<file path="config.mk">
export PLATFORM = sky130hd
export DESIGN_NAME = prq_ctrl
export DESIGN_NICKNAME = d
export VERILOG_FILES = /design/src/rtl/core/prq_pkg.sv /design/src/rtl/core/prq_ctrl.sv
export SDC_FILE = /design/constraint.sdc
export NUM_CORES = 1
export LEC_CHECK = 0
export ABC_AREA = 1
export BUFFER_PORTS_ARGS = -buffer_cell sky130_fd_sc_hd__buf_2
export CAP_MARGIN = 20
export CORE_AREA = 2 2 39 41
export DETAILED_ROUTE_END_ITERATION = 8
export DIE_AREA = 0 0 41 43
export GPL_TIMING_DRIVEN = 0
export SYNTH_ARGS = -nofsm -noshare
export SYNTH_HDL_FRONTEND = slang
export SYNTH_SLANG_ARGS = --single-unit
</file>
<file path="constraint.sdc">
create_clock -name i_clk -period 2.7 [get_ports i_clk]
set_clock_uncertainty 0.1 [all_clocks]
set_input_delay 0.405 -clock i_clk [delete_from_list [all_inputs] [get_ports i_clk]]
set_output_delay 0.405 -clock i_clk [all_outputs]
set_load 0.03 [all_outputs]
</file>
<file path="src/rtl/core/prq_pkg.sv">
// prq_pkg: shared types and codes for the sorted priority ring queue
// no dependencies
package prq_pkg;

    localparam int PRIO_W = 2;
    localparam int TAG_W  = 16;
    localparam int STAT_W = 2;

    // request codes
    localparam logic REQ_PUSH = 1'b0;
    localparam logic REQ_POP  = 1'b1;

    // result status codes
    localparam logic [STAT_W-1:0] ST_PUSHED = 2'd0;
    localparam logic [STAT_W-1:0] ST_POPPED = 2'd1;
    localparam logic [STAT_W-1:0] ST_FULL   = 2'd2;
    localparam logic [STAT_W-1:0] ST_EMPTY  = 2'd3;

    typedef struct packed {
        logic [PRIO_W-1:0] prio;
        logic [TAG_W-1:0]  tag;
    } t_entry;

    // controller to datapath
    typedef struct packed {
        logic take_req;   // latch incoming word, start insert pointer at tail
        logic rd_head;    // read slot at head
        logic rd_prev;    // read slot below insert pointer
        logic shift;      // move read entry up into insert slot, step pointer down
        logic insert;     // write new entry at insert pointer
        logic load_res;   // commit pointers and flags, load result word
    } t_cmd;

    // datapath to controller
    typedef struct packed {
        logic is_pop;
        logic full;
        logic empty;
        logic k_at_head;  // insert pointer sits at head
        logic ra_at_head; // last read slot is the head slot
        logic rd_greater; // read entry has a larger priority value than the new one
        logic out_free;   // output register can take a word
    } t_stat;

endpackage

</file>
<file path="src/rtl/core/prq_ctrl.sv">
// prq_ctrl: sequencer for push insert walk, pop read and result hand-off
// depends on prq_pkg
module prq_ctrl
    import prq_pkg::*;
(
    input  logic  i_clk,
    input  logic  i_rst_n,
    input  logic  i_in_valid,
    output logic  o_in_ready,
    input  t_stat i_stat,
    output t_cmd  o_cmd
);

    localparam logic [2:0] S_IDLE   = 3'd0;
    localparam logic [2:0] S_DECIDE = 3'd1;
    localparam logic [2:0] S_SHIFT  = 3'd2;
    localparam logic [2:0] S_INS    = 3'd3;
    localparam logic [2:0] S_RES    = 3'd4;

    logic [2:0] r_state;
    logic [2:0] n_state;

    always_comb begin
        n_state    = r_state;
        o_cmd      = '0;
        o_in_ready = 1'b0;
        unique case (r_state)
            S_IDLE: begin
                // no word is taken while reset is held
                o_in_ready     = i_rst_n;
                o_cmd.take_req = i_in_valid;
                if (i_in_valid) begin
                    n_state = S_DECIDE;
                end
            end
            S_DECIDE: begin
                if (i_stat.is_pop) begin
                    o_cmd.rd_head = !i_stat.empty;
                    n_state       = S_RES;
                end else if (i_stat.full) begin
                    n_state = S_RES;
                end else if (i_stat.k_at_head) begin
                    o_cmd.insert = 1'b1;
                    n_state      = S_RES;
                end else begin
                    o_cmd.rd_prev = 1'b1;
                    n_state       = S_SHIFT;
                end
            end
            S_SHIFT: begin
                if (i_stat.rd_greater) begin
                    o_cmd.shift = 1'b1;
                    if (i_stat.ra_at_head) begin
                        n_state = S_INS;
                    end else begin
                        o_cmd.rd_prev = 1'b1;
                    end
                end else begin
                    o_cmd.insert = 1'b1;
                    n_state      = S_RES;
                end
            end
            S_INS: begin
                o_cmd.insert = 1'b1;
                n_state      = S_RES;
            end
            S_RES: begin
                if (i_stat.out_free) begin
                    o_cmd.load_res = 1'b1;
                    n_state        = S_IDLE;
                end
            end
            default: begin
                n_state = S_IDLE;
            end
        endcase
    end

    always_ff @(posedge i_clk) begin
        if (!i_rst_n) begin
            r_state <= S_IDLE;
        end else begin
            r_state <= n_state;
        end
    end

endmodule
</file>
Word-level counts from Yosys, hierarchy flattened
Cells that the tools add are included.
W data, S select, Z words.
{ "op_classes": {"n_mux": 26, "reduce_logical": 3, "eq_ne": 7} }
{ "op_table": {"columns": ["operator", "n"], "rows": [
  ["$mux W3", 7],
  ["$mux W1", 15],
  ["$pmux W3 S5", 1],
  ["$eq A3 B2 Y1 const B", 2],
  ["$ne A2 B2 Y1 const B", 2],
  ["$eq A3 B1 Y1 const B", 1],
  ["$eq A3 B3 Y1 const B", 1],
  ["$logic_not A3 Y1", 1],
  ["$ne A3 B3 Y1 const B", 1],
  ["$pmux W1 S3", 1],
  ["$reduce_and A3 Y1", 1],
  ["$mux W2", 1],
  ["$pmux W1 S2", 1],
  ["$logic_not A1 Y1", 1]
]} }
{ "totals": {"inputBits": 10, "ff_bits": 3} }

Depth between registers and ports, before layout
{ "logic_depth": {"word_depth": 4, "depth_mapped": 7, "mapped_depth_nobuf": 7} }

Worst setup path before layout
Ideal clock, no wire load.
{ "synth_path": {"path_kind": "register to output", "from": "register r_state[2]", "to": "output port o_cmd[0] (netlist name)", "stages_incl_launch_ff": 3, "setup_slack_ns": 0.790, "required_time_ns": 2.195, "arrival_ns": 1.405, "path_cell_list": "dfxtp_1 -> inv_1 -> nor4_1"} }
{ "synth_lines": {"columns": ["element", "line_no", "text"], "rows": [
  ["from (decl)", "prq_ctrl.sv:20", "logic [2:0] r_state;"],
  ["from (signal assigned)", "prq_ctrl.sv:83", "r_state <= n_state;"],
  ["to (decl)", "prq_ctrl.sv:11", "output t_cmd o_cmd"]
]} }

==> out/metrics.csv <==
stage;metric;value;unit
detailed_routing;Remaining DRCs;0;
run;MaxCap Viol Count;0;
floorplan;Die Wd;41;um
power;worst vdd ir;0.159;mV
yosys;#FFs+latches synth;3;
timing;final setup TNS;0;ns
setup_path;CP top delay family;flip-flops;
yosys;Synth Flop Type;dfxtp_1;
yosys;count leader, synth;inv_1;
timing;Max Slew Vio Count;0;
clocking;setup bufs post-CTS;0;
floorplan;row count;14;
setup_path;crit path cell chain;nand2_1 -> nor2_2 -> inv_1 -> o21ai_0 -> buf_2;
timing;Max transition margin;84.3;%
place;Port Buffer Count;16;
timing;RSZ-0062 raised after global routing;false;
worst_hold_path;hold crit path type;input port to flop;
place;Post-DP Area;334;um^2
global_routing;total track usage;8.12;%
floorplan;initial core utilization;16.9;%
detailed_routing;initial DRC count;3;
timing;Hold Fails Final Rpt;0;
layout;Fillers;165;
yosys;Synth async-reset ratio;0;%
global_routing;vias in the first global route;290;
clocking;CTS clk-pin slew, worst paths;0.03;ns
timing;Final Setup Violations;0;
clocking;root buffer cell;clkbuf_4;
detailed_routing;WL/cell;7.41;um
layout;post-layout net count;73;
setup_path;Worst EP arrival;1.20;ns
layout;max reg flops;3;
place;dpl hpwl;516;um
setup_path;CP max stage delay;0.38;ns
timing;Max Clk Rate;585;MHz
floorplan;die height;43;um
yosys;EDFF count, synth;0;
global_routing;initial antenna violation count;0;
floorplan;I/O pins;17;
layout;final instance area;360;um^2
detailed_routing;antenna viol nets, final;0;
yosys;Cell variety after synth;11;
yosys;top cells by count, synth;10 x inv_1, 8 x nand2_1, 6 x nand3_1, 6 x nor2_1, 3 x dfxtp_1;
detailed_routing;Avg Vias per Cell;3.91;
setup_path;nature of the critical path endpoint;output pin;
setup_path;Setup crit start kind;flop;
run_status;status;finished, final reports clean;
clocking;H-tree depth;1;
global_routing;global-route wire length before repair;979;um
global_routing;largest net degree at the start of global routing;6;
clocking;CTS tree;yes;
power;Pwr per Cell Area;559;nW/um^2
clocking;CTS Sinks;3;
layout;leading registers by flop count;r_state (3);
yosys;synthesized area;234;um^2
yosys;Mean Syn Cell Area;5.57;um^2
setup_path;Crit-path slowest cell;dfxtp_1;
yosys;Synthesized Nets;52;
timing;part of the cycle the worst path needs;63.3;%
layout;Area Overhead vs Synth;54.0;%
setup_path;WP buf/inv;2;
timing;worst slew pin tran;0.233;ns
yosys;register area share after synthesis;25.7;%
power;Pleak;0.224;nW
yosys;synth top area cells;dfxtp_1 26%, inv_1 16%, nand3_1 13%;
detailed_routing;vias;305;
setup_path;CP max FO;5;
clocking;cts hold-fix bufs;0;
layout;share of cells above drive strength 1;33.9;%
detailed_routing;wirelength, routed;578;um
clocking;Clock Latency Late Sink;0.22;ns
yosys;Yosys warning total;0;
setup_path;Critical Path RT;2.19;ns
yosys;area leader, netlist;dfxtp_1;
clocking;total CTS buffers;3;
setup_path;worst setup path category;flop to output pin;
layout;Antenna diodes;0;
floorplan;Core Region;1380;um^2
detailed_routing;Pre-Repair DR Iteration Count;4;
clocking;Longest Clk Path Bufs;2;
global_routing;grt total ovfl;0;
setup_path;R2R Setup Slk;1.65;ns
place;gp weighted congestion;0.785;
floorplan;DIE AREA;1760;um^2
yosys;Synth Instances;42;
clocking;Resize count post-CTS;0;
layout;Largest Register;r_state;
timing;crit path time final;1.71;ns
yosys;area share of the largest cell type after synthesis;25.7;%
[cell families after synthesis]
family	after synthesis	synth area share (%)
compound gates	3	6.42
flops	3	25.7
simple gates	26	51.9
buf+inv	10	16.0
[stage by stage]
stage | cells | setup slack (ns) | util, % | total power, mW | hold WS, ns
finish | 78 | 0.992 | 26.0 | 0.202 | 0.292
global route | 78 | 0.883 | 26.0 | 0.221 | 0.327
CTS | 78 | 0.973 | 26.0 | 0.204 | 0.291
detailed placement | 74 | 1.17 | 24.1 | 0.128 | 0.522
global placement | 74 | 1.16 | 24.1 | 0.127 | 0.528
floorplan | 42 | 0.790 | - | 0.107 | 0.403
[per-layer routing]
layer	routed length, um	global-route usage, %	vias up
met2	299	12.2	7
met1	240	9.58	127
li1	-	-	171
met3	39	3.14	0
met5	0	0	-
met4	0	4.00	0
[layout make-up]
type | count | area (um^2) | area share [%]
sequential | 3 | 60.1 | 16.7
timing repair buffer | 16 | 80.1 | 22.2
clock buffer | 4 | 26.3 | 7.29
multi-input combinational | 29 | 136 | 37.8
inverter | 10 | 37.5 | 10.4
tap | 16 | 20.0 | 5.56
[layout by cell type (no fill, tap or decap), drive strengths merged]
cell type	instances
buf	16
inv	10
nand2	8
nor2	8
nand3	6
clkbuf	4
dfxtp	3
nand3b	2
o21ai	2
nor3	1
nor4	1
a21oi	1
[report_power, final]
part           internal, mW  switching (mW)  leakage (nW)
logic                0.0244          0.0467         0.185
clock network        0.0551          0.0196        0.0150
registers            0.0499         0.00595        0.0246
[worst paths after layout]
kind | depth (start not counted) | from | endpoint
setup / recovery | 5 | r_state[0]$_SDFFE_PN0P_ | o_cmd[1]
hold / removal | 3 | i_rst_n | r_state[2]$_SDFFE_PN0P_
setup reg to reg | 5 | r_state[0]$_SDFFE_PN0P_ | r_state[0]$_SDFFE_PN0P_
hold reg to reg | 4 | r_state[1]$_SDFFE_PN0P_ | r_state[1]$_SDFFE_PN0P_
[worst min-delay path: stages]
cell     delay (ns)
buf_2          0.09
nand2_1        0.05
inv_1          0.04
Note: power is estimated with default switching activity, not from simulation.
