`src/rtl/core/prq_pkg.sv`:
```
// prq_pkg: shared types and codes for the sorted priority ring queue
// no dependencies
package prq_pkg;

    localparam int PRIO_W = 2;
    localparam int TAG_W  = 16;
    localparam int STAT_W = 2;

    // request codes
    localparam logic REQ_PUSH = 1'b0;
    localparam logic REQ_POP  = 1'b1;

    // result status codes
    localparam logic [STAT_W-1:0] ST_PUSHED = 2'd0;
    localparam logic [STAT_W-1:0] ST_POPPED = 2'd1;
    localparam logic [STAT_W-1:0] ST_FULL   = 2'd2;
    localparam logic [STAT_W-1:0] ST_EMPTY  = 2'd3;

    typedef struct packed {
        logic [PRIO_W-1:0] prio;
        logic [TAG_W-1:0]  tag;
    } t_entry;

    // controller to datapath
    typedef struct packed {
        logic take_req;   // latch incoming word, start insert pointer at tail
        logic rd_head;    // read slot at head
        logic rd_prev;    // read slot below insert pointer
        logic shift;      // move read entry up into insert slot, step pointer down
        logic insert;     // write new entry at insert pointer
        logic load_res;   // commit pointers and flags, load result word
    } t_cmd;

    // datapath to controller
    typedef struct packed {
        logic is_pop;
        logic full;
        logic empty;
        logic k_at_head;  // insert pointer sits at head
        logic ra_at_head; // last read slot is the head slot
        logic rd_greater; // read entry has a larger priority value than the new one
        logic out_free;   // output register can take a word
    } t_stat;

endpackage

```
`src/rtl/core/prq_dp.sv`:
```
// prq_dp: slot memory, head/tail pointers, flags, insert walk pointer, result register
// depends on prq_pkg
module prq_dp
    import prq_pkg::*;
#(
    parameter int DEPTH = 8
) (
    input  logic              i_clk,
    input  logic              i_rst_n,
    input  t_cmd              i_cmd,
    output t_stat             o_stat,
    input  logic              i_req_type,
    input  logic [PRIO_W-1:0] i_priority_req,
    input  logic [TAG_W-1:0]  i_payload,
    input  logic              i_out_ready,
    output logic              o_out_valid,
    output logic [STAT_W-1:0] o_status,
    output logic [PRIO_W-1:0] o_out_priority,
    output logic [TAG_W-1:0]  o_out_payload
);

    localparam int AW = (DEPTH > 1) ? $clog2(DEPTH) : 1;
    localparam logic [AW-1:0] LAST = AW'(DEPTH - 1);

    function automatic logic [AW-1:0] f_next(input logic [AW-1:0] p);
        return (p == LAST) ? '0 : p + 1'b1;
    endfunction

    function automatic logic [AW-1:0] f_prev(input logic [AW-1:0] p);
        return (p == '0) ? LAST : p - 1'b1;
    endfunction

    t_entry mem [DEPTH];

    logic [AW-1:0]     r_head;
    logic [AW-1:0]     r_tail;
    logic              r_full;
    logic              r_empty;
    logic [AW-1:0]     r_k;
    logic [AW-1:0]     r_ra;
    t_entry            r_rd;
    logic              r_op;
    logic [PRIO_W-1:0] r_prio;
    logic [TAG_W-1:0]  r_tag;
    logic              r_out_valid;
    logic [STAT_W-1:0] r_status;
    logic [PRIO_W-1:0] r_oprio;
    logic [TAG_W-1:0]  r_opay;

    logic [AW-1:0] n_ra;
    logic          n_re;
    logic          n_we;
    t_entry        n_wd;
    logic [AW-1:0] n_tail;
    logic [AW-1:0] n_head;
    logic          n_push_ok;
    logic          n_pop_ok;

    always_comb begin
        n_re = i_cmd.rd_head | i_cmd.rd_prev;
        if (i_cmd.rd_head) begin
            n_ra = r_head;
        end else begin
            // after a shift the insert pointer moves to the slot just read
            n_ra = f_prev(i_cmd.shift ? r_ra : r_k);
        end
        n_we = i_cmd.shift | i_cmd.insert;
        n_wd = i_cmd.shift ? r_rd : t_entry'{prio: r_prio, tag: r_tag};
    end

    // slot memory, one write and one registered read per cycle
    always_ff @(posedge i_clk) begin
        if (n_we) begin
            mem[r_k] <= n_wd;
        end
        if (n_re) begin
            r_rd <= mem[n_ra];
            r_ra <= n_ra;
        end
    end

    always_ff @(posedge i_clk) begin
        if (i_cmd.take_req) begin
            r_op   <= i_req_type;
            r_prio <= i_priority_req;
            r_tag  <= i_payload;
            r_k    <= r_tail;
        end else if (i_cmd.shift) begin
            r_k <= r_ra;
        end
    end

    assign n_tail    = f_next(r_tail);
    assign n_head    = f_next(r_head);
    assign n_push_ok = (r_op == REQ_PUSH) && !r_full;
    assign n_pop_ok  = (r_op == REQ_POP) && !r_empty;

    always_ff @(posedge i_clk) begin
        if (!i_rst_n) begin
            r_head      <= '0;
            r_tail      <= '0;
            r_full      <= 1'b0;
            r_empty     <= 1'b1;
            r_out_valid <= 1'b0;
        end else begin
            if (i_cmd.load_res) begin
                r_out_valid <= 1'b1;
                if (n_push_ok) begin
                    r_tail  <= n_tail;
                    r_empty <= 1'b0;
                    r_full  <= (n_tail == r_head);
                end else if (n_pop_ok) begin
                    r_head  <= n_head;
                    r_full  <= 1'b0;
                    r_empty <= (n_head == r_tail);
                end
            end else if (i_out_ready) begin
                r_out_valid <= 1'b0;
            end
        end
    end

    always_ff @(posedge i_clk) begin
        if (i_cmd.load_res) begin
            if (r_op == REQ_PUSH) begin
                r_status <= r_full ? ST_FULL : ST_PUSHED;
            end else begin
                r_status <= r_empty ? ST_EMPTY : ST_POPPED;
            end
            r_oprio <= n_pop_ok ? r_rd.prio : '0;
            r_opay  <= n_pop_ok ? r_rd.tag : '0;
        end
    end

    assign o_stat.is_pop     = (r_op == REQ_POP);
    assign o_stat.full       = r_full;
    assign o_stat.empty      = r_empty;
    assign o_stat.k_at_head  = (r_k == r_head);
    assign o_stat.ra_at_head = (r_ra == r_head);
    assign o_stat.rd_greater = (r_rd.prio > r_prio);
    assign o_stat.out_free   = !r_out_valid || i_out_ready;

    assign o_out_valid    = r_out_valid;
    assign o_status       = r_status;
    assign o_out_priority = r_oprio;
    assign o_out_payload  = r_opay;

    a_flags_excl: assert property (@(posedge i_clk) disable iff (!i_rst_n)
        !(r_full && r_empty))
        else $error("queue flagged full and empty together");

    a_empty_ptrs: assert property (@(posedge i_clk) disable iff (!i_rst_n)
        r_empty |-> (r_head == r_tail))
        else $error("empty queue with head and tail apart");

    a_full_ptrs: assert property (@(posedge i_clk) disable iff (!i_rst_n)
        r_full |-> (r_head == r_tail))
        else $error("full queue with head and tail apart");

endmodule

```
`config.mk`:
```
export PLATFORM = sky130hd
export DESIGN_NAME = prq_dp
export DESIGN_NICKNAME = d
export VERILOG_FILES = /design/src/rtl/core/prq_pkg.sv /design/src/rtl/core/prq_dp.sv
export SDC_FILE = /design/constraint.sdc
export NUM_CORES = 1
export LEC_CHECK = 0
export ABC_CLOCK_PERIOD_IN_PS = 3800
export BUFFER_PORTS_ARGS = -buffer_cell sky130_fd_sc_hd__buf_2
export CORE_ASPECT_RATIO = 0.5
export CORE_MARGIN = 2
export CORE_UTILIZATION = 34
export DETAILED_ROUTE_END_ITERATION = 8
export SYNTH_ARGS = -nofsm -noshare
export SYNTH_HDL_FRONTEND = slang
export SYNTH_SLANG_ARGS = --single-unit
```
`constraint.sdc`:
```
create_clock -name i_clk -period 3.8 [get_ports i_clk]
set_input_delay 0.76 -clock i_clk [delete_from_list [all_inputs] [get_ports i_clk]]
set_output_delay 0.76 -clock i_clk [all_outputs]
set_load 0.005 [all_outputs]
```
# Word-level counts from Yosys, hierarchy flattened
# Memories as Yosys holds them, arrays and structs flattened. A register that Yosys moved wholly into a read port is not among the register bits.
# Cells that the tools add are included.
# Widths: inputs -> output; s select.
# totals
register_bits	54
n_memories	1
ram_bits	144
# mem_list
name	words	word_bits	rd	rd_clocked_by_memory_dff	write_ports	line_no	source
mem	8	18	1	1	1	prq_dp.sv:33	t_entry mem [DEPTH];
# op_classes
n_addsub	3
bitwise_logic	4
n_mux	18
reduce_logical	12
eq_ne	6
magnitude_cmp	1
# ops
op	n
$mux 18	1
$mux 3	6
$eq 3x3->1	4
$mux 1	8
$add 3x1->3 const B	2
$eq 3x3->1 const B	2
$mux 2	3
$reduce_and 2->1	2
$reduce_bool 2->1	2
$logic_not 1->1	3
$logic_not 3->1	1
$reduce_and 3->1	1
$sub 3x1->3 const B	1
$gt 2x2->1	1
$logic_and 1x1->1	2
$not 1->1	2
$or 1x1->1	2
$logic_or 1x1->1	1

# Depth between registers and ports, before layout
# Gate-level depths: netlist (run 1).
# depth
depth_word	5
ltp_mapped	10
depth_no_buf	8

# Least setup slack after synthesis (run 1)
# Ideal clock, no wire load.
# synth_path
path_type	input -> register
from	input i_cmd[2] in the netlist's numbering
to	memory mem[0][0] in the netlist's numbering (enable)
setup_slack_ns	0.728
setup_ns	0.416
arrival_ns	2.657
required_ns	3.384
path_stages	4
path_cell_list	buf_6 -> clkbuf_1 -> o21bai_1 -> nor3_1
# synth_between
elab_chain_len	3
# synth_rtl
element	line_no	source
start, declared	prq_dp.sv:10	input t_cmd i_cmd,
$or 1x1->1	prq_dp.sv:67	n_we = i_cmd.shift | i_cmd.insert;
$mux 1	prq_dp.sv:73	if (n_we) begin
$mux 1 (not written as such)	prq_dp.sv:74	mem[r_k] <= n_wd;
end, declared	prq_dp.sv:33	
# Every way passes these cells.

# Final worst setup path (run 1)
# layout_path
from	input i_cmd[2] in the netlist's numbering
to	register, netlist name r_rd[16]
# layout_between
elab_chain_len	4
word_cells_on_any_way	5
# layout_rtl
element	line_no	source
$mux 3 *	--	
$sub 3x1->3 or $logic_not 3->1 (tied branches)	prq_dp.sv:30	return (p == '0) ? LAST : p - 1'b1;
$mux 3 *	prq_dp.sv:30	
$mux 3 *	prq_dp.sv:61	if (i_cmd.rd_head) begin
# Every way passes the cells marked *; elsewhere a longest branch is shown, timed or not.
# A chain may end at the register's enable or synchronous reset.

==> results of run 1 <==
per-layer routing:
metal / wire [µm] / part of all wire / GRT usage / vias to the layer above
met3: 1000 / 0.052 / 0.0296 / 33
met1: 8860 / 0.46 / 0.191 / 2509
met2: 8870 / 0.46 / 0.228 / 118
li1: - / - / - / 2282
met4: 451 / 0.024 / 0.0437 / 0
met5: 0 / 0 / 0 / -
sequential cells by signal (all words and copies together), names as in the netlist:
| register | flops |
|---|---|
| r_full | 1 |
| o_out_priority | 2 |
| o_out_payload | 16 |
| r_empty | 1 |
| r_tag | 16 |
| r_rd | 18 |
| r_tail | 3 |
| mem | 144 |
| r_head | 3 |
| o_out_valid | 1 |
| r_prio | 2 |
| r_ra | 3 |
| o_status | 2 |
| r_k | 3 |
| r_op | 1 |
metrics by stage:
stage	total power, W	cells	area (µm²)	worst slack, ns	hold WS [ns]
6_report	0.00583	968	10200	1.04	0.425
5_1_grt	0.00607	968	10200	0.824	0.404
4_1_cts	0.00588	968	10200	1.04	0.412
3_5_place_dp	0.00375	929	9480	0.484	0.495
3_3_place_gp	0.00373	929	9480	0.637	0.481
2_1_floorplan	0.00348	547	8820	0.728	0.465
power by group through the flow:
| stage | logic (W) | clock network (W) | registers [W] |
|---|---|---|---|
| after floorplan | 0.000461 | 0 | 0.00302 |
| after global placement | 0.000675 | 0 | 0.00305 |
| after detailed placement | 0.000694 | 0 | 0.00306 |
| after CTS | 0.000694 | 0.00218 | 0.00301 |
| after global routing | 0.000760 | 0.00228 | 0.00303 |
| final | 0.000685 | 0.00214 | 0.00301 |
area by class of cell:
type	instances	area [µm²]
Clock buffer	26	566
Clock inverter	13	148
Fill cell	2285	15200
Inverter	11	41.3
Multi-Input combinational cell	282	2190
Sequential cell	216	6370
Tap cell	344	430
Timing Repair Buffer	76	445
worst max-delay path by stage:
stage	from	end	slack [ns]	depth (start not counted)
2_1_floorplan	i_cmd[2]	mem[0][0]	0.73	4
4_1_cts	i_cmd[2]	r_rd[17]	1.04	9
3_3_place_gp	i_cmd[2]	r_rd[10]	0.64	9
3_5_place_dp	i_cmd[2]	r_rd[0]	0.48	9
5_1_grt	i_cmd[2]	r_rd[17]	0.82	9
6_report	i_cmd[2]	r_rd[16]	1.04	9
cell families (layout without fill, tap and decap cells):
| logic type | count (synthesis) | count (layout) | share of synthesized area |
|---|---|---|---|
| simple gates | 145 | 145 | 0.0976 |
| mux | 28 | 28 | 0.0351 |
| compound gates | 89 | 89 | 0.0914 |
| flops | 216 | 216 | 0.722 |
| xor+xnor | 12 | 12 | 0.0119 |
| fa+ha+maj | 8 | 8 | 0.0114 |
| buf+inv | 49 | 126 | 0.0307 |
placed cells by master, fill, tap and decap left out, types with 3 or more instances in the layout:
cell         n
buf_4       20
nor4_1      18
nand2b_1     3
nor3_1       4
a21boi_0     4
buf_2       55
mux2i_1      8
clkinv_1     6
and2_1      90
xor2_1       9
nand2_1      6
clkbuf_16   22
nor2_1       9
a32oi_2      3
dfxtp_1     12
a21oi_1      4
inv_1        9
bufinv_16    3
clkbuf_1     4
a221oi_1    71
nor2b_1      6
edfxtp_1   204
xnor2_1      3
ha_1         8
mux2_2      19
worst max-delay path, cell delays in order:
cell and delay (ns):
buf_2 0.27, buf_4 0.35, mux2i_1 0.27, ha_1 0.27, nor2b_1 0.19, a32oi_4 0.20
buf_4 0.32, a221oi_1 0.08, nor4_1 0.33
==> key figures, run 1 <==
Worst setup path
  – R2R Path Start: r_k[0]
  – Kind of critical path: input port to flip-flop
  – Req. time, crit path: 4.10 ns
  – WP data arrival: 3.07 ns
  – Setup crit end kind: flip-flop
  – CP Launch Type: input port
  – Reg-to-Reg End: r_rd[16]
  – R2r worst-path depth: 9
  – R2R Setup Slk: 1.19 ns
  – CP max FO: 18

Synth
  – Avg Cell Area, Syn: 16.1 µm²
  – Synth unique cells: 36
  – Predominant post-synthesis flop cell: edfxtp_1
  – Mapped Nets: 583
  – Top cells by count, synth: edfxtp_1, and2_1, a221oi_1
  – Synth top area share: 0.695
  – Fraction of registers with async set/reset: 0
  – Mapped cell area: 8820 µm²
  – Seq/Total Area, Yosys: 0.722
  – Gate Count Post-Synth: 547
  – Number of synthesized flops with an enable pin: 204
  – FF+latch count, synth: 216
  – Synth warnings: 0
  – Count leader, synth: edfxtp_1
  – Area contributors post-synth: edfxtp_1, a221oi_1, and2_1, dfxtp_1, mux2_2
  – Area leader, netlist: edfxtp_1

Timing
  – Fin Setup TNS: 0 ns
  – Final Max Slew Viols: 0
  – Clock Skew: 0.0152 ns
  – Final Hold Viols: 0
  – Period utilisation layout: 0.727
  – Fin crit period: 2.76 ns
  – Worst slew pin tran: 0.879 ns
  – Relative slew slack: 0.414
  – Final setup violation count: 0
  – Fmax: 362 MHz
  – RSZ-0062 raised after global routing: no

Placement
  – # port buffers: 55
  – Dpl hpwl: 10,800 µm
  – RePlAce Congestion: 0.724

Global routing
  – Vias in the first global route: 5,073
  – Initial antenna violation count: 0
  – Grt ovf: 0
  – Largest net degree at the start of global routing: 73
  – First-pass GRT wire length: 29,500 µm
  – Gr usage total: 0.141

Pwr
  – Maximum vdd drop: 0.234 mV
  – PwrDens: 572 nW/µm²
  – Register share of total power: 0.515
  – Net Sw Frac: 0.238
  – Int Pwr: 0.00444 W
  – Psw: 0.00139 W
  – Lkg Pwr: 3.47 nW
  – Clock power frac: 0.367
  – Logic pwr share: 0.117

Clock network
  – CTS sink cnt: 216
  – Post-CTS setup repair buffer count: 0
  – CTS max path bufs: 3
  – CTS H-tree lvls: 1
  – Post-CTS Hold Buffers: 0
  – CTS Root Cell: clkbuf_16
  – TritonCTS clock tree: done
  – Worst-Skew Late Latency: 0.51 ns
  – Number of CTS-inserted buffers: 22
  – Post-cts sizing count: 0
  – Worst-path clk slew: 0.06 ns

Drt
  – Detail Route Antenna Nets: 0
  – Iter 0 DRT Violations: 360
  – Routed WL: 19,200 µm
  – Routed vias/inst: 5.11
  – Via count: 4,942
  – Wirelength per Cell: 19.8 µm
  – # DRC: 0
  – Drt first pass iters: 6

Cells and area
  – Layout cells sized above 1: 0.220
  – Utilization after layout: 0.402
  – # diodes: 0
  – Final-stage net count: 645
  – Synthesis-to-layout area growth: 15.6%

Min path
  – Worst Hold End: r_tag[12]
  – Min-delay worst type: input port to flip-flop
  – HP Start: i_payload[12]
  – Hold depth: 1

Floorplan
  – Initial Util: 0.348
  – # rows: 41
  – Core area: 25,300 µm²
  – Die width: 232 µm
  – DIE AREA: 27,300 µm²
  – Ports: 56
  – Die H: 118 µm

Job
  – Max-cap violation count: 0

Outcome
  – Status: finished, final reports clean
(Power assumes the default switching activity.)
==> run 2: changes to the inputs <==
- ABC_CLOCK_PERIOD_IN_PS: 3800 -> 2850
- clock period: 3.8 -> 2.85 ns (I/O delays scaled with it)
==> run 2 against run 1 <==
  * Final cell count up 0.41%
  * Setup slack worse by 0.77 ns
  * Flip-flop and latch count unchanged
  * Sequential share of layout area up 0.14 points
  * Hold slack worse by 0.18 ns
  * Critical path type is now flip-flop to flip-flop
==> key figures, run 2 (synthesis gave the netlist of run 1 again) <==
Worst setup path
  – Cell family with most CP delay: flip-flops
  – Kind of critical path: flip-flop to flip-flop
  – Crit-path max cell delay: 0.53 ns (+0.18 ns)
  – CP Cell Sequence: mux2_4, inv_2, ha_1, ha_1, nor2b_1, buf_4, a32oi_2, buf_12, a221oi_1, nor4_1
  – CP Launch Type: flip-flop
  – CP dominant cell by count: ha_1
  – CP max FO: 18 (unchanged)
  – Req. time, crit path: 3.15 ns (-0.95 ns)
  – Slowest cell on the critical path: dfxtp_1
  – CP bufs+invs: 3 (unchanged)
  – Worst Setup SP: r_k[0]
  – Setup crit end kind: flip-flop
  – R2R Path Start: r_k[0]
  – WP data arrival: 2.88 ns (-0.19 ns)

Global routing
  – Gr usage total: 0.141 (-0.000289)
  – GRT met2 Usage: 0.219 (-0.00896)
  – Initial antenna violation count: 1 (+1)
  – Largest net degree at the start of global routing: 74 (+1.4%)
  – First-pass GRT wire length: 29,600 µm (+0.51%)
  – Vias in the first global route: 4,844 (-4.5%)
  – Met1 usage: 0.207 (+0.0152)
  – Grt ovf: 0 (unchanged)
  – Gr busiest metal: met2
  – GR met3 Demand/Resource: 0.0254 (-0.00412)

Pwr
  – Logic pwr share: 0.126 (+0.009)
  – Tot Pwr: 0.00752 W (+29%)
  – Lkg Pwr: 3.47 nW (-0.14%)
  – Register share of total power: 0.533 (+0.018)
  – Psw: 0.00180 W (+30%)
  – Clock power frac: 0.340 (-0.027)
  – PwrDens: 740 nW/µm² (+29%)
  – Maximum vdd drop: 0.300 mV (+28%)
  – Int Pwr: 0.00571 W (+29%)
  – Net Sw Frac: 0.240 (+0.00199)

Cells and area
  – Largest reg by FF count: mem
  – Top Registers: mem (144), r_rd (18)
  – Most frequent cells in the layout: edfxtp_1, and2_1, a221oi_1, buf_2, buf_4
  – Synthesis-to-layout area growth: 15.3%
  – Sequential Area: 6370 µm² (unchanged)
  – Fin area: 10,200 µm² (-0.22%)
  – Multi-input logic area: 2190 µm² (unchanged)
  – Max reg flops: 144 (unchanged)
  – Layout cells sized above 1: 0.223 (+0.00338)
  – Most common cell after layout, fill and taps aside: edfxtp_1
  – # diodes: 0 (unchanged)
  – Final-stage net count: 650 (+0.78%)
  – Number of fill cells: 2,333 (+2.1%)
  – Utilization after layout: 0.401 (-0.000888)

Drt
  – Via count: 4,915 (-0.55%)
  – Drt first pass iters: 5 (-1)
  – Detail Route Antenna Nets: 0 (unchanged)
  – Routed WL: 19,000 µm (-1.2%)
  – Routed vias/inst: 5.06 (-0.96%)
  – Wirelength per Cell: 19.5 µm (-1.6%)
  – Iter 0 DRT Violations: 471 (+31%)
  – # DRC: 0 (unchanged)

Floorplan
  – Initial Util: 0.348 (unchanged)
  – Core area: 25,300 µm² (unchanged)
  – DIE AREA: 27,300 µm² (unchanged)
  – # rows: 41 (unchanged)
  – Ports: 56 (unchanged)
  – Die width: 232 µm (unchanged)
  – Die H: 118 µm (unchanged)

Placement
  – Area after DPL: 9530 µm² (+0.58%)
  – Dpl hpwl: 10,800 µm (-0.66%)
  – RePlAce Congestion: 0.749 (+3.4%)
  – # port buffers: 55 (unchanged)

Timing
  – Clock Skew: 0.0139 ns (-0.00133 ns)
  – Final Max Slew Viols: 0 (unchanged)
  – RSZ-0062 raised after global routing: no
  – Final setup violation count: 0 (unchanged)
  – Fmax: 387 MHz
  – Period utilisation layout: 0.906
  – Fin Setup TNS: 0 ns (unchanged)
  – Relative slew slack: 0.503 (+0.0896)
  – Worst slew pin tran: 0.739 ns (-0.140 ns)
  – Fin crit period: 2.58 ns
  – Final Hold Viols: 0 (unchanged)
  – Hold Slack: 0.247 ns (-0.178 ns)

Clock network
  – Number of CTS-inserted buffers: 21 (-4.5%)
  – Worst-Skew Late Latency: 0.50 ns (about the same)
  – Worst-path clk slew: 0.06 ns (about the same)
  – CTS Root Cell: clkbuf_16
  – TritonCTS clock tree: done
  – CTS sink cnt: 216 (unchanged)
  – Post-CTS Hold Buffers: 0 (unchanged)
  – CTS max path bufs: 3 (unchanged)
  – CTS H-tree lvls: 1 (unchanged)

Min path
  – HP Start: i_payload[0]
  – Min-delay worst type: input port to flip-flop

Job
  – Max-cap violation count: 0 (unchanged)

Outcome
  – Status: finished, final reports clean
run 2: stage by stage:
stage / setup WS [ns] / std cells
2_1_floorplan: 0.155 / 547
3_3_place_gp: -0.0358 / 933
3_5_place_dp: -0.132 / 933
4_1_cts: 0.0696 / 970
5_1_grt: 0.0644 / 972
6_report: 0.268 / 972
run 2: what timing repair did:
item / 4_1_cts / 5_1_grt
setup buffers: 0 / 2
gates resized for setup: 0 / 0
setup endpoints to repair: 0 / 15
run 2: power by group through the flow:
stage          clock network (W)  registers, W  logic (W)
2_1_floorplan                  0       0.00403   0.000616
3_3_place_gp                   0       0.00407   0.000921
3_5_place_dp                   0       0.00408   0.000949
4_1_cts                  0.00262       0.00401   0.000954
5_1_grt                  0.00275       0.00404    0.00105
6_report                 0.00256       0.00401   0.000949
run 2: area by class of cell:
cell class,count,share of cell area
Timing Repair Buffer,82,0.0507
Multi-Input combinational cell,282,0.216
Clock buffer,28,0.0543
Clock inverter,9,0.00677
Tap cell,344,0.0423
Inverter,11,0.00406
Sequential cell,216,0.626
run 2: path summary, 6_finish.rpt:
check | cells after the start | slack (ns) | to
hold reg to reg | 2 | 0.52 | o_out_valid
setup / recovery | 10 | 0.27 | r_rd[13]
hold / removal | 1 | 0.25 | r_tag[0]
setup reg to reg | 10 | 0.27 | r_rd[13]
run 2: per-layer routing:
layer / share of wire / vias up
met1: 0.47 / 2486
li1: - / 2282
met2: 0.46 / 121
met3: 0.051 / 24
met4: 0.015 / 2
met5: 0.00069 / -
